## config.mk

```make
export PLATFORM = sky130hd
export DESIGN_NAME = serial_frame_receiver_core
export DESIGN_NICKNAME = d
export VERILOG_FILES = /design/src/hdl/sfr_pkg.sv /design/src/hdl/serial_frame_receiver_core.sv /design/src/hdl/sfr_ctrl.sv /design/src/hdl/sfr_datapath.sv
export SDC_FILE = /design/constraint.sdc
export NUM_CORES = 1
export LEC_CHECK = 0
export ABC_AREA = 1
export BUFFER_PORTS_ARGS = -buffer_cell sky130_fd_sc_hd__buf_4
export CELL_PAD_IN_SITES_DETAIL_PLACEMENT = 1
export CELL_PAD_IN_SITES_GLOBAL_PLACEMENT = 1
export CORE_MARGIN = 5
export CORE_UTILIZATION = 55
export CTS_CLUSTER_DIAMETER = 100
export DETAILED_ROUTE_END_ITERATION = 7
export GPL_ROUTABILITY_DRIVEN = 0
export GPL_TIMING_DRIVEN = 0
export PLACE_DENSITY_LB_ADDON = 0.1
export SETUP_SLACK_MARGIN = 0.02
export SYNTH_ARGS = -nofsm -noshare
export SYNTH_HDL_FRONTEND = slang
export SYNTH_SLANG_ARGS = --single-unit
```

## constraint.sdc

```tcl
create_clock -name clk -period 5.26 [get_ports clk]
set_input_delay 0.526 -clock clk [delete_from_list [all_inputs] [get_ports clk]]
set_output_delay 0.526 -clock clk [all_outputs]
set_load 0.005 [all_outputs]
```

## src/hdl/sfr_pkg.sv

```systemverilog
`timescale 1ns / 1ps
// ----------------------------------------------------------------------------
// sfr_pkg
// Shared constants, codes and controller/datapath link types for the serial
// frame receiver.
// ----------------------------------------------------------------------------
package sfr_pkg;

  localparam int MAX_PAYLOAD_DEF = 60;
  localparam int FRAME_SLOTS_DEF = 4;

  localparam int DATA_W       = 8;
  localparam int FRAME_SIZE_W = 6;
  localparam int TICK_W       = 16;
  localparam int SUM_W        = 16;
  localparam int OUT_DATA_W   = 16;

  localparam logic [DATA_W-1:0] HDR_FIRST     = 8'hDE;
  localparam logic [DATA_W-1:0] HDR_SECOND    = 8'h5B;
  localparam logic [SUM_W-1:0]  SUM_START     = 16'h1021;
  localparam logic [TICK_W-1:0] TIMEOUT_RESET = 16'd300;

  typedef enum logic [1:0] {
    FUNC_BYTE    = 2'd0,
    FUNC_TICK    = 2'd1,
    FUNC_RELEASE = 2'd2
  } func_t;

  typedef struct packed {
    logic item_fire;
    logic size_load;
    logic data_load;
    logic chk_hi_load;
    logic frame_ok;
    logic out_load;
  } sfr_cmd_t;

  typedef struct packed {
    logic timed_out;
    logic hdr_first;
    logic hdr_second;
    logic size_ok;
    logic size_zero;
    logic data_done;
    logic sum_match;
    logic emit_last;
    logic out_free;
  } sfr_sts_t;

  function automatic logic [SUM_W-1:0] sum_step(input logic [SUM_W-1:0] sum,
                                                input logic [DATA_W-1:0] b);
    sum_step = {sum[SUM_W-2:0], sum[SUM_W-1]} ^ {{(SUM_W-DATA_W){1'b0}}, b};
  endfunction

endpackage

```

## src/hdl/serial_frame_receiver_core.sv

```systemverilog
`timescale 1ns / 1ps
// ----------------------------------------------------------------------------
// serial_frame_receiver_core
// Serial frame deframer: header hunt, rotate-XOR checksum, slot tally and
// payload burst out of a frame buffer.
// ----------------------------------------------------------------------------
// Output path: after the last checksum byte, the buffer read register, then the output register.
// Throughput: one input transaction per cycle while parsing; a burst reads
// each result through the buffer read register, input held off meanwhile.
// Reset: synchronous, active low; parser hunts, idle and slot counters clear, timeout 300.
// Frame buffer is not cleared.
// ----------------------------------------------------------------------------
module serial_frame_receiver_core import sfr_pkg::*; #(
  parameter int MAX_PAYLOAD = MAX_PAYLOAD_DEF,
  parameter int FRAME_SLOTS = FRAME_SLOTS_DEF
) (
  input  logic                  clk,
  input  logic                  rst_n,
  input  logic                  cfg_valid,
  output logic                  cfg_ready,
  input  logic [TICK_W-1:0]     cfg_data,     // timeout_ticks
  input  logic                  in_tvalid,
  output logic                  in_tready,
  input  logic [DATA_W-1:0]     in_tdata,     // [7:0] data_byte
  input  logic [1:0]            in_tuser,     // [1:0] func
  output logic                  out_tvalid,
  input  logic                  out_tready,
  output logic [OUT_DATA_W-1:0] out_tdata,    // [7:0] payload_byte, [13:8] frame_size
  output logic                  out_tlast,
  output logic                  out_tuser     // [0] empty_frame
);

  sfr_cmd_t cmd;
  sfr_sts_t sts;

  assign cfg_ready = 1'b1;

  sfr_ctrl u_ctrl (
    .clk       (clk),
    .rst_n     (rst_n),
    .in_tvalid (in_tvalid),
    .in_tuser  (in_tuser),
    .in_tready (in_tready),
    .sts       (sts),
    .cmd       (cmd)
  );

  sfr_datapath #(
    .MAX_PAYLOAD (MAX_PAYLOAD),
    .FRAME_SLOTS (FRAME_SLOTS)
  ) u_datapath (
    .clk        (clk),
    .rst_n      (rst_n),
    .cfg_valid  (cfg_valid),
    .cfg_data   (cfg_data),
    .in_tdata   (in_tdata),
    .in_tuser   (in_tuser),
    .cmd        (cmd),
    .sts        (sts),
    .out_tready (out_tready),
    .out_tvalid (out_tvalid),
    .out_tdata  (out_tdata),
    .out_tlast  (out_tlast),
    .out_tuser  (out_tuser)
  );

endmodule

```

## src/hdl/sfr_ctrl.sv

```systemverilog
`timescale 1ns / 1ps
// ----------------------------------------------------------------------------
// sfr_ctrl
// Frame parser and burst sequencer state machine; drives datapath commands.
// ----------------------------------------------------------------------------
module sfr_ctrl import sfr_pkg::*; (
  input  logic        clk,
  input  logic        rst_n,
  input  logic        in_tvalid,
  input  logic [1:0]  in_tuser,
  output logic        in_tready,
  input  sfr_sts_t    sts,
  output sfr_cmd_t    cmd
);

  typedef enum logic [2:0] {
    S_HUNT,
    S_HDR,
    S_SIZE,
    S_DATA,
    S_CHK_HI,
    S_CHK_LO,
    S_EMIT_RD,
    S_EMIT_WR
  } state_t;

  state_t state_r, state_nxt, eff_state;
  logic   in_tready_r;
  logic   fire;
  logic   byte_fire;

  assign in_tready = in_tready_r;
  assign fire      = in_tvalid && in_tready_r;
  assign byte_fire = fire && (func_t'(in_tuser) == FUNC_BYTE);
  assign eff_state = sts.timed_out ? S_HUNT : state_r;

  always_comb begin
    cmd           = '0;
    cmd.item_fire = fire;
    state_nxt     = state_r;
    unique case (state_r)
      S_EMIT_RD: begin
        state_nxt = S_EMIT_WR;
      end
      S_EMIT_WR: begin
        if (sts.out_free) begin
          cmd.out_load = 1'b1;
          state_nxt    = sts.emit_last ? S_HUNT : S_EMIT_RD;
        end
      end
      default: begin
        if (byte_fire) begin
          unique case (eff_state)
            S_HUNT: begin
              state_nxt = sts.hdr_first ? S_HDR : S_HUNT;
            end
            S_HDR: begin
              state_nxt = sts.hdr_second ? S_SIZE : S_HUNT;
            end
            S_SIZE: begin
              if (sts.size_ok) begin
                cmd.size_load = 1'b1;
                state_nxt     = sts.size_zero ? S_CHK_HI : S_DATA;
              end else begin
                state_nxt = S_HUNT;
              end
            end
            S_DATA: begin
              cmd.data_load = 1'b1;
              if (sts.data_done) begin
                state_nxt = S_CHK_HI;
              end
            end
            S_CHK_HI: begin
              cmd.chk_hi_load = 1'b1;
              state_nxt       = S_CHK_LO;
            end
            S_CHK_LO: begin
              if (sts.sum_match) begin
                cmd.frame_ok = 1'b1;
                state_nxt    = S_EMIT_RD;
              end else begin
                state_nxt = S_HUNT;
              end
            end
            default: begin
              state_nxt = S_HUNT;
            end
          endcase
        end
      end
    endcase
  end

  always_ff @(posedge clk) begin
    if (!rst_n) begin
      state_r     <= S_HUNT;
      in_tready_r <= 1'b1;
    end else begin
      state_r     <= state_nxt;
      in_tready_r <= (state_nxt != S_EMIT_RD) && (state_nxt != S_EMIT_WR);
    end
  end

endmodule

```

## src/hdl/sfr_datapath.sv

```systemverilog
`timescale 1ns / 1ps
// ----------------------------------------------------------------------------
// sfr_datapath
// Checksum, counters, slot tally, payload memory and output register.
// ----------------------------------------------------------------------------
module sfr_datapath import sfr_pkg::*; #(
  parameter int MAX_PAYLOAD = MAX_PAYLOAD_DEF,
  parameter int FRAME_SLOTS = FRAME_SLOTS_DEF
) (
  input  logic                  clk,
  input  logic                  rst_n,
  input  logic                  cfg_valid,
  input  logic [TICK_W-1:0]     cfg_data,
  input  logic [DATA_W-1:0]     in_tdata,
  input  logic [1:0]            in_tuser,
  input  sfr_cmd_t              cmd,
  output sfr_sts_t              sts,
  input  logic                  out_tready,
  output logic                  out_tvalid,
  output logic [OUT_DATA_W-1:0] out_tdata,
  output logic                  out_tlast,
  output logic                  out_tuser
);

  localparam int SZ_W = $clog2(MAX_PAYLOAD + 1);
  localparam int AW   = (MAX_PAYLOAD > 1) ? $clog2(MAX_PAYLOAD) : 1;
  localparam int PW   = $clog2(FRAME_SLOTS + 1);

  logic [TICK_W-1:0]       timeout_r;
  logic [TICK_W-1:0]       idle_r;
  logic [PW-1:0]           pending_r;
  logic [SUM_W-1:0]        sum_r;
  logic [DATA_W-1:0]       chk_hi_r;
  logic [SZ_W-1:0]         size_r;
  logic [SZ_W-1:0]         offset_r;
  logic [SZ_W-1:0]         emit_idx_r;
  logic [DATA_W-1:0]       mem [MAX_PAYLOAD];
  logic [DATA_W-1:0]       mem_q_r;
  logic                    out_valid_r;
  logic [DATA_W-1:0]       out_byte_r;
  logic [FRAME_SIZE_W-1:0] out_size_r;
  logic                    out_last_r;
  logic                    out_empty_r;
  logic [SZ_W-1:0]         offset_inc;
  logic [SZ_W-1:0]         emit_inc;
  logic                    emit_empty;

  assign offset_inc = offset_r + SZ_W'(1);
  assign emit_inc   = emit_idx_r + SZ_W'(1);
  assign emit_empty = (size_r == '0);

  always_comb begin
    sts.timed_out  = idle_r > timeout_r;
    sts.hdr_first  = in_tdata == HDR_FIRST;
    sts.hdr_second = in_tdata == HDR_SECOND;
    sts.size_ok    = (pending_r < PW'(FRAME_SLOTS)) &&
                     ({1'b0, in_tdata} <= 9'(MAX_PAYLOAD));
    sts.size_zero  = in_tdata == '0;
    sts.data_done  = offset_inc >= size_r;
    sts.sum_match  = sum_r == {chk_hi_r, in_tdata};
    sts.emit_last  = emit_empty || (emit_inc == size_r);
    sts.out_free   = !out_valid_r || out_tready;
  end

  always_ff @(posedge clk) begin
    if (!rst_n) begin
      timeout_r   <= TIMEOUT_RESET;
      idle_r      <= '0;
      pending_r   <= '0;
      out_valid_r <= 1'b0;
    end else begin
      if (cfg_valid) begin
        timeout_r <= cfg_data;
      end
      if (cmd.item_fire) begin
        unique case (func_t'(in_tuser))
          FUNC_BYTE: begin
            idle_r <= '0;
          end
          FUNC_TICK: begin
            if (idle_r != '1) begin
              idle_r <= idle_r + TICK_W'(1);
            end
          end
          FUNC_RELEASE: begin
            if (pending_r != '0) begin
              pending_r <= pending_r - PW'(1);
            end
          end
          default: begin
          end
        endcase
      end
      if (cmd.frame_ok && (pending_r < PW'(FRAME_SLOTS))) begin
        pending_r <= pending_r + PW'(1);
      end
      if (cmd.out_load) begin
        out_valid_r <= 1'b1;
      end else if (out_tready) begin
        out_valid_r <= 1'b0;
      end
    end
  end

  always_ff @(posedge clk) begin
    if (cmd.size_load) begin
      size_r   <= in_tdata[SZ_W-1:0];
      offset_r <= '0;
      sum_r    <= sum_step(SUM_START, in_tdata);
    end
    if (cmd.data_load) begin
      sum_r    <= sum_step(sum_r, in_tdata);
      offset_r <= offset_inc;
    end
    if (cmd.chk_hi_load) begin
      chk_hi_r <= in_tdata;
    end
    if (cmd.frame_ok) begin
      emit_idx_r <= '0;
    end else if (cmd.out_load) begin
      emit_idx_r <= emit_inc;
    end
    if (cmd.out_load) begin
      out_byte_r  <= emit_empty ? '0 : mem_q_r;
      out_size_r  <= FRAME_SIZE_W'(size_r);
      out_last_r  <= sts.emit_last;
      out_empty_r <= emit_empty;
    end
  end

  always_ff @(posedge clk) begin
    if (cmd.data_load) begin
      mem[offset_r[AW-1:0]] <= in_tdata;
    end
    mem_q_r <= mem[emit_idx_r[AW-1:0]];
  end

  assign out_tvalid = out_valid_r;
  assign out_tdata  = {{(OUT_DATA_W-FRAME_SIZE_W-DATA_W){1'b0}}, out_size_r, out_byte_r};
  assign out_tlast  = out_last_r;
  assign out_tuser  = out_empty_r;

endmodule
```

# ---- Word-level counts from Yosys, hierarchy flattened
# Memory sizes are Yosys's and may differ from the RTL's. A register that Yosys moved wholly into a read port is not among the register bits.
# Index checks and enable logic that the tools add are counted.
dict set report totals {
  reg_bits 98
  mem_bits_rw 480
  inputBits 31
  output_inout_bits 21
  wordCells 102
  memories 1
}
dict set report classes {
  n_addsub 5
  magnitude_cmp 4
  eq_ne 17
  muxes 36
  bitwise_logic 2
  reduce_logical 22
}
# name words word_bits rd rd_ports_with_merged_regs wr line_no
set memory_table {}
lappend memory_table {u_datapath.mem 60 8 1 1 1 sfr_datapath.sv:37} ;# logic [DATA_W-1:0] mem [MAX_PAYLOAD];
# cell n
set ops {}
lappend ops {{16-bit two-way mux} 3}
lappend ops {{3-bit two-way mux} 12}
lappend ops {{16-bit one-hot mux with 2 select lines} 1}
lappend ops {{3-bit one-hot mux with 6 select lines} 1}
lappend ops {{16-bit by 1-bit adder with 16-bit output (second input constant)} 1}
lappend ops {{16-bit equality test} 1}
lappend ops {{16-bit greater-than comparator} 1}
lappend ops {{16-bit != test (second input constant)} 1}
lappend ops {{16-bit by 8-bit bitwise XOR with 16-bit output} 1}
lappend ops {{1-bit two-way mux} 13}
lappend ops {{6-bit by 1-bit adder with 6-bit output (second input constant)} 2}
lappend ops {{3-bit equality test (second input constant)} 4}
lappend ops {{6-bit two-way mux} 2}
lappend ops {{2-bit nonzero test} 6}
lappend ops {{8-bit by 7-bit equality test with 1-bit output (second input constant)} 1}
lappend ops {{8-bit equality test (second input constant)} 1}
lappend ops {{8-bit by 6-bit <= comparator with 1-bit output (second input constant)} 1}
lappend ops {{8-bit logical NOT} 1}
lappend ops {{4-bit two-way mux} 2}
lappend ops {{3-bit by 2-bit equality test with 1-bit output (second input constant)} 2}
lappend ops {{6-bit equality test} 1}
lappend ops {{6-bit greater-or-equal comparator} 1}
lappend ops {{6-bit logical NOT} 1}
lappend ops {{3-bit != test (second input constant)} 2}
lappend ops {{other kinds (18)} 24}

# ---- Logic depth before layout (Yosys ltp)
dict set report logic_depth {
  word_depth 9
  mapped_depth 22
  mapped_depth_nobuf 22
}

# ---- Cells and area by module
# From an unflattened synthesis, not the netlist that was laid out.
dict set report unflattened {
  cells_unflattened 2335
  hier_area_um2 25079.1
}
# mod n_inst cells_per_inst area_per_inst_um2 seq_area_each_um2
set modules_own_cells {}
lappend modules_own_cells {sfr_datapath 1 2266 24677.4 16976.3}
lappend modules_own_cells {sfr_ctrl 1 67 390.4 80.1}
lappend modules_own_cells {serial_frame_receiver_core 1 2 11.3 0.0}

# ---- Worst setup path before layout
# OpenSTA, ideal clock, no wires.
dict set report synth_path {
  path_kind {register to register}
  startpoint {register u_datapath.idle_r[7]}
  endpoint {register u_datapath.offset_r[0] (enable)}
  setup_ns 0.408
  t_arrival_ns 2.575
  required_time_ns 4.852
  setup_slack_ns 2.276
  stages_incl_launch_ff 10
  n_path_buf 0
  synth_period_minus_slack_ns 2.984
  cell_sequence {dfxtp_1 ha_1 a21o_1 nor2_1 nand2_1 nand2_1 nand2_1 a21oi_1 nand2_1 a21oi_1}
}
dict set report synth_via {
  elab_chain_cells 7
  word_cells_on_any_way 9
  classes_between {1 x order compare; 2 x eq/ne; 5 x mux; 1 x reduce/logical}
}
# element line_no
set synth_lines {}
lappend synth_lines {{start: declaration} sfr_datapath.sv:30} ;# logic [TICK_W-1:0] idle_r;
lappend synth_lines {{start signal: assignment} sfr_datapath.sv:82} ;# idle_r <= idle_r + TICK_W'(1);
lappend synth_lines {{16-bit greater-than comparator *} sfr_datapath.sv:53} ;# sts.timed_out = idle_r > timeout_r;
lappend synth_lines {{3-bit two-way mux *} sfr_ctrl.sv:35} ;# assign eff_state = sts.timed_out ? S_HUNT : state_r;
lappend synth_lines {{3-bit by 2-bit equality test with 1-bit output} sfr_ctrl.sv:53} ;# unique case (eff_state)
lappend synth_lines {{1-bit two-way mux} sfr_ctrl.sv:53}
lappend synth_lines {{4-bit two-way mux *} sfr_ctrl.sv:52} ;# if (byte_fire) begin
lappend synth_lines {{4-bit two-way mux *} sfr_ctrl.sv:41} ;# unique case (state_r)
lappend synth_lines {{2-bit nonzero test (no source line) *} -}
lappend synth_lines {{end signal: assignment} sfr_datapath.sv:113} ;# offset_r <= offset_inc;
lappend synth_lines {{end: declaration} sfr_datapath.sv:35} ;# logic [SZ_W-1:0] offset_r;
# Every way passes the cells marked *; elsewhere a longest branch is shown, timed or not.
# A chain may end at the register's enable or synchronous reset.

# ---- Worst setup path after layout
dict set report layout_path {
  startpoint {register u_datapath.idle_r[11]}
  endpoint {memory u_datapath.mem[59][1] (enable)}
}
dict set report layout_via {
  elab_chain_cells 8
}
# element line_no
set layout_lines {}
lappend layout_lines {{16-bit greater-than comparator} sfr_datapath.sv:53}
lappend layout_lines {{3-bit two-way mux} sfr_ctrl.sv:35}
lappend layout_lines {{3-bit by 2-bit equality test with 1-bit output} sfr_ctrl.sv:53}
lappend layout_lines {{1-bit two-way mux} sfr_ctrl.sv:53}
lappend layout_lines {{4-bit two-way mux} sfr_ctrl.sv:52}
lappend layout_lines {{4-bit two-way mux} sfr_ctrl.sv:41}
lappend layout_lines {{1-bit two-way mux} sfr_datapath.sv:132} ;# if (cmd.data_load) begin
lappend layout_lines {{1-bit two-way mux (not written as such)} sfr_datapath.sv:133} ;# mem[offset_r[AW-1:0]] <= in_tdata;
lappend layout_lines {{end: declaration} sfr_datapath.sv:37}
# Every way passes these cells.

==> metrics.txt <==
run status=complete, no violations; Worst Tran Pin Value=between 1 and 1.5 ns; unrepaired setup endpoints after global routing=false; area share of the largest cell type after synthesis=around two thirds; clock-pin slew on the worst setup and hold paths=0.06 ns; global-route usage over all layers=between 30% and 40%; Post-CTS Hold Buffers=0; nets=approximately 2,100; Detailed Route WL=~75 mm; sequential area share after synthesis=around 72%; Avg WL per Cell=between 20 and 30 um; YS warnings=0; Cell variety after synth=46; FF+latch count, synth=between 500 and 600; die width=around 220 um; Max H-tree Level=2; clk root buf=clkbuf_16; Worst-Skew Late Latency=around 0.64 ns; Post-synth EDFFs=532; CP Max Fanout=10; first-pass GRT wire length=approximately 110 mm; Final min period=4.17 ns; skew final=0.0132 ns; fillers=4,232; synth top area cells=edfxtp_1 (67%), dfxtp_1 (4.5%), a21oi_1 (4.5%), o21ai_0 (3.4%), nand2_1 (3.3%); Placement Rows=76; Core Util, Final=roughly 63%; peak supply drop=roughly 0.29 mV; Core ar.=roughly 43,000 um2; setup TNS=0 ns; list of most frequent post-synthesis cells=edfxtp_1 (532), a21oi_1 (213), nand2_1 (212), nor2_1 (209), o21ai_0 (163); largest net degree at the start of global routing=just under 70; number of DRC markers in iteration 0=~1,800; Static Leak=approximately 9.5 nW; Vias/cell=between 6 and 7; worst hold path type=in2reg; layout cell share with drive strength beyond 1=around 9%; Overflow after GRT=0; RR Startpoint=u_datapath.idle_r[11]; final period utilization=79.2%; area delta synth->final=13.2%; arrival time at the worst endpoint=4.42 ns; Final ANT Viol Nets=0; CTS sink count=586; Resized Gates After CTS=0; drc violations=0; postcts setup bufs=0; vias post-DR=16,700; Initial Util=55.4%; initial antenna violation count=2; HP Start=cfg_data[3]; die area=47,500 um2; pwr dens=357 nW/um2; max cap viols=0; CTS tree=yes; crit path kind=reg2reg; Clock Tree Buf Depth=3; TritonCTS buffer count=58; cell taking the most area after synthesis=edfxtp_1; Worst Setup SP=u_datapath.idle_r[11]; Main synth FF type=edfxtp_1; Setup violations, final=0; ant diodes=0; Worst Path Required=roughly 5.5 ns; num ports=52; Syn Area/Cell=between 10 and 15 um2; Die H=between 200 and 250 um; Cell Area, Synth=about 24,000 um2; Detailed Routing Iterations Pass 1=6; slew margin rel.=about a fifth; CP endpoint kind=register; crit path launch type=register; fmax=240 MHz; Synth async-reset ratio=0%; endpoints failing hold=0; # port buffers=47; cells after synthesis=about 1,900; vias in the first global route=17,700; most common cell in the netlist=edfxtp_1; dpl hpwl=between 40 and 50 mm; Slew Viols, Final=0
==> state kept, by name, indices dropped and copies added, names as in the netlist <==
register	count
u_datapath.mem	480
u_datapath.idle_r	16
u_datapath.sum_r	16
u_datapath.timeout_r	16
u_datapath.chk_hi_r	8
u_datapath.mem_q_r	8
u_datapath.out_byte_r	8
u_datapath.emit_idx_r	6
u_datapath.offset_r	6
u_datapath.out_size_r	6
u_datapath.size_r	6
u_ctrl.state_r	3
u_datapath.pending_r	3
u_ctrl.in_tready	1
u_datapath.out_tlast	1
u_datapath.out_tuser	1
u_datapath.out_tvalid	1
==> layout by cell type (no fill, tap or decap), drive strengths merged, types with 64 or more instances in the layout <==
master  count
o221ai     84
nand3      64
nand2     214
clkbuf    151
edfxtp    532
buf        82
nor2      212
inv       109
a21oi     214
o21ai     163
==> path summary, 6_finish.rpt <==
| check | to | slack (ns) | cells past startpoint |
|---|---|---|---|
| min reg2reg | u_datapath.timeout_r[1] | 0.46 | 2 |
| max | u_datapath.mem[59][1] | 1.09 | 10 |
| max reg2reg | u_datapath.mem[59][1] | 1.09 | 10 |
| min | u_datapath.timeout_r[3] | 0.12 | 3 |
==> routing by layer <==
metal | vias to the layer above | wire length [um] | GRT usage, %
met1 | 8436 | 28400 | 39.9
met2 | 843 | 36600 | 52.7
met3 | 216 | 6600 | 7.59
met4 | 4 | 3530 | 13.6
met5 | - | 24 | 0
li1 | 7249 | - | -
==> per-stage QoR <==
| step | hold WS [ns] | area (um2) | setup WS (ns) | instances | total power, mW |
|---|---|---|---|---|---|
| 2_1_floorplan | 0.433 | 23800 | 2.28 | 1906 | 5.22 |
| 3_3_place_gp | 0.454 | 24900 | 1.36 | 2538 | 5.32 |
| 3_5_place_dp | 0.457 | 24900 | 1.22 | 2539 | 5.33 |
| 4_1_cts | 0.104 | 26900 | 1.14 | 2649 | 9.62 |
| 5_1_grt | 0.129 | 26900 | 0.956 | 2649 | 9.86 |
| 6_report | 0.118 | 26900 | 1.09 | 2649 | 9.60 |
==> layout make-up <==
| cell class | instances | area, um2 | area share [%] |
|---|---|---|---|
| repair buffers | 48 | 368 | 1.37 |
| clock buffers | 83 | 1720 | 6.40 |
| flip-flops and latches | 586 | 17100 | 63.4 |
| plain buffers | 102 | 418 | 1.55 |
| inverters | 112 | 423 | 1.57 |
| clock inverters | 27 | 294 | 1.09 |
| well taps | 585 | 732 | 2.72 |
| multi-input cells | 1106 | 5880 | 21.9 |
==> power by group <==
part | switching [mW] | total (mW) | leakage, nW | internal, mW
sequential | 0.00269 | 5.08 | 5.23 | 5.08
combinational | 0.119 | 0.153 | 3.29 | 0.0337
clock | 1.80 | 4.37 | 0.970 | 2.57
==> kinds of logic (layout without fill, tap and decap cells) <==
kind of cell               count (synthesis)  after routing  share of synthesized area [%]
buffers and inverters                    214            372                           3.54
adders and majority gates                 26             26                           1.40
xor gates and xnor gates                  24             24                          0.884
AOI/OAI and AO/OA                        527            527                           13.0
other                                      2              3                         0.0316
DFF                                      586            586                           71.8
and+or+nand+nor                          526            526                           9.36
==> critical path, stage by stage (launching register included) <==
cell and delay [ns]:
dfxtp_1 0.46, ha_1 0.31, a21oi_1 0.14, nand2_1 0.08, a21oi_1 0.19, nand2_1 0.18
a21oi_4 0.25, nand2_4 0.12, nor2_8 0.22, nand4_1 0.72, nor2_1 1.11
(Power assumes the default switching activity.)
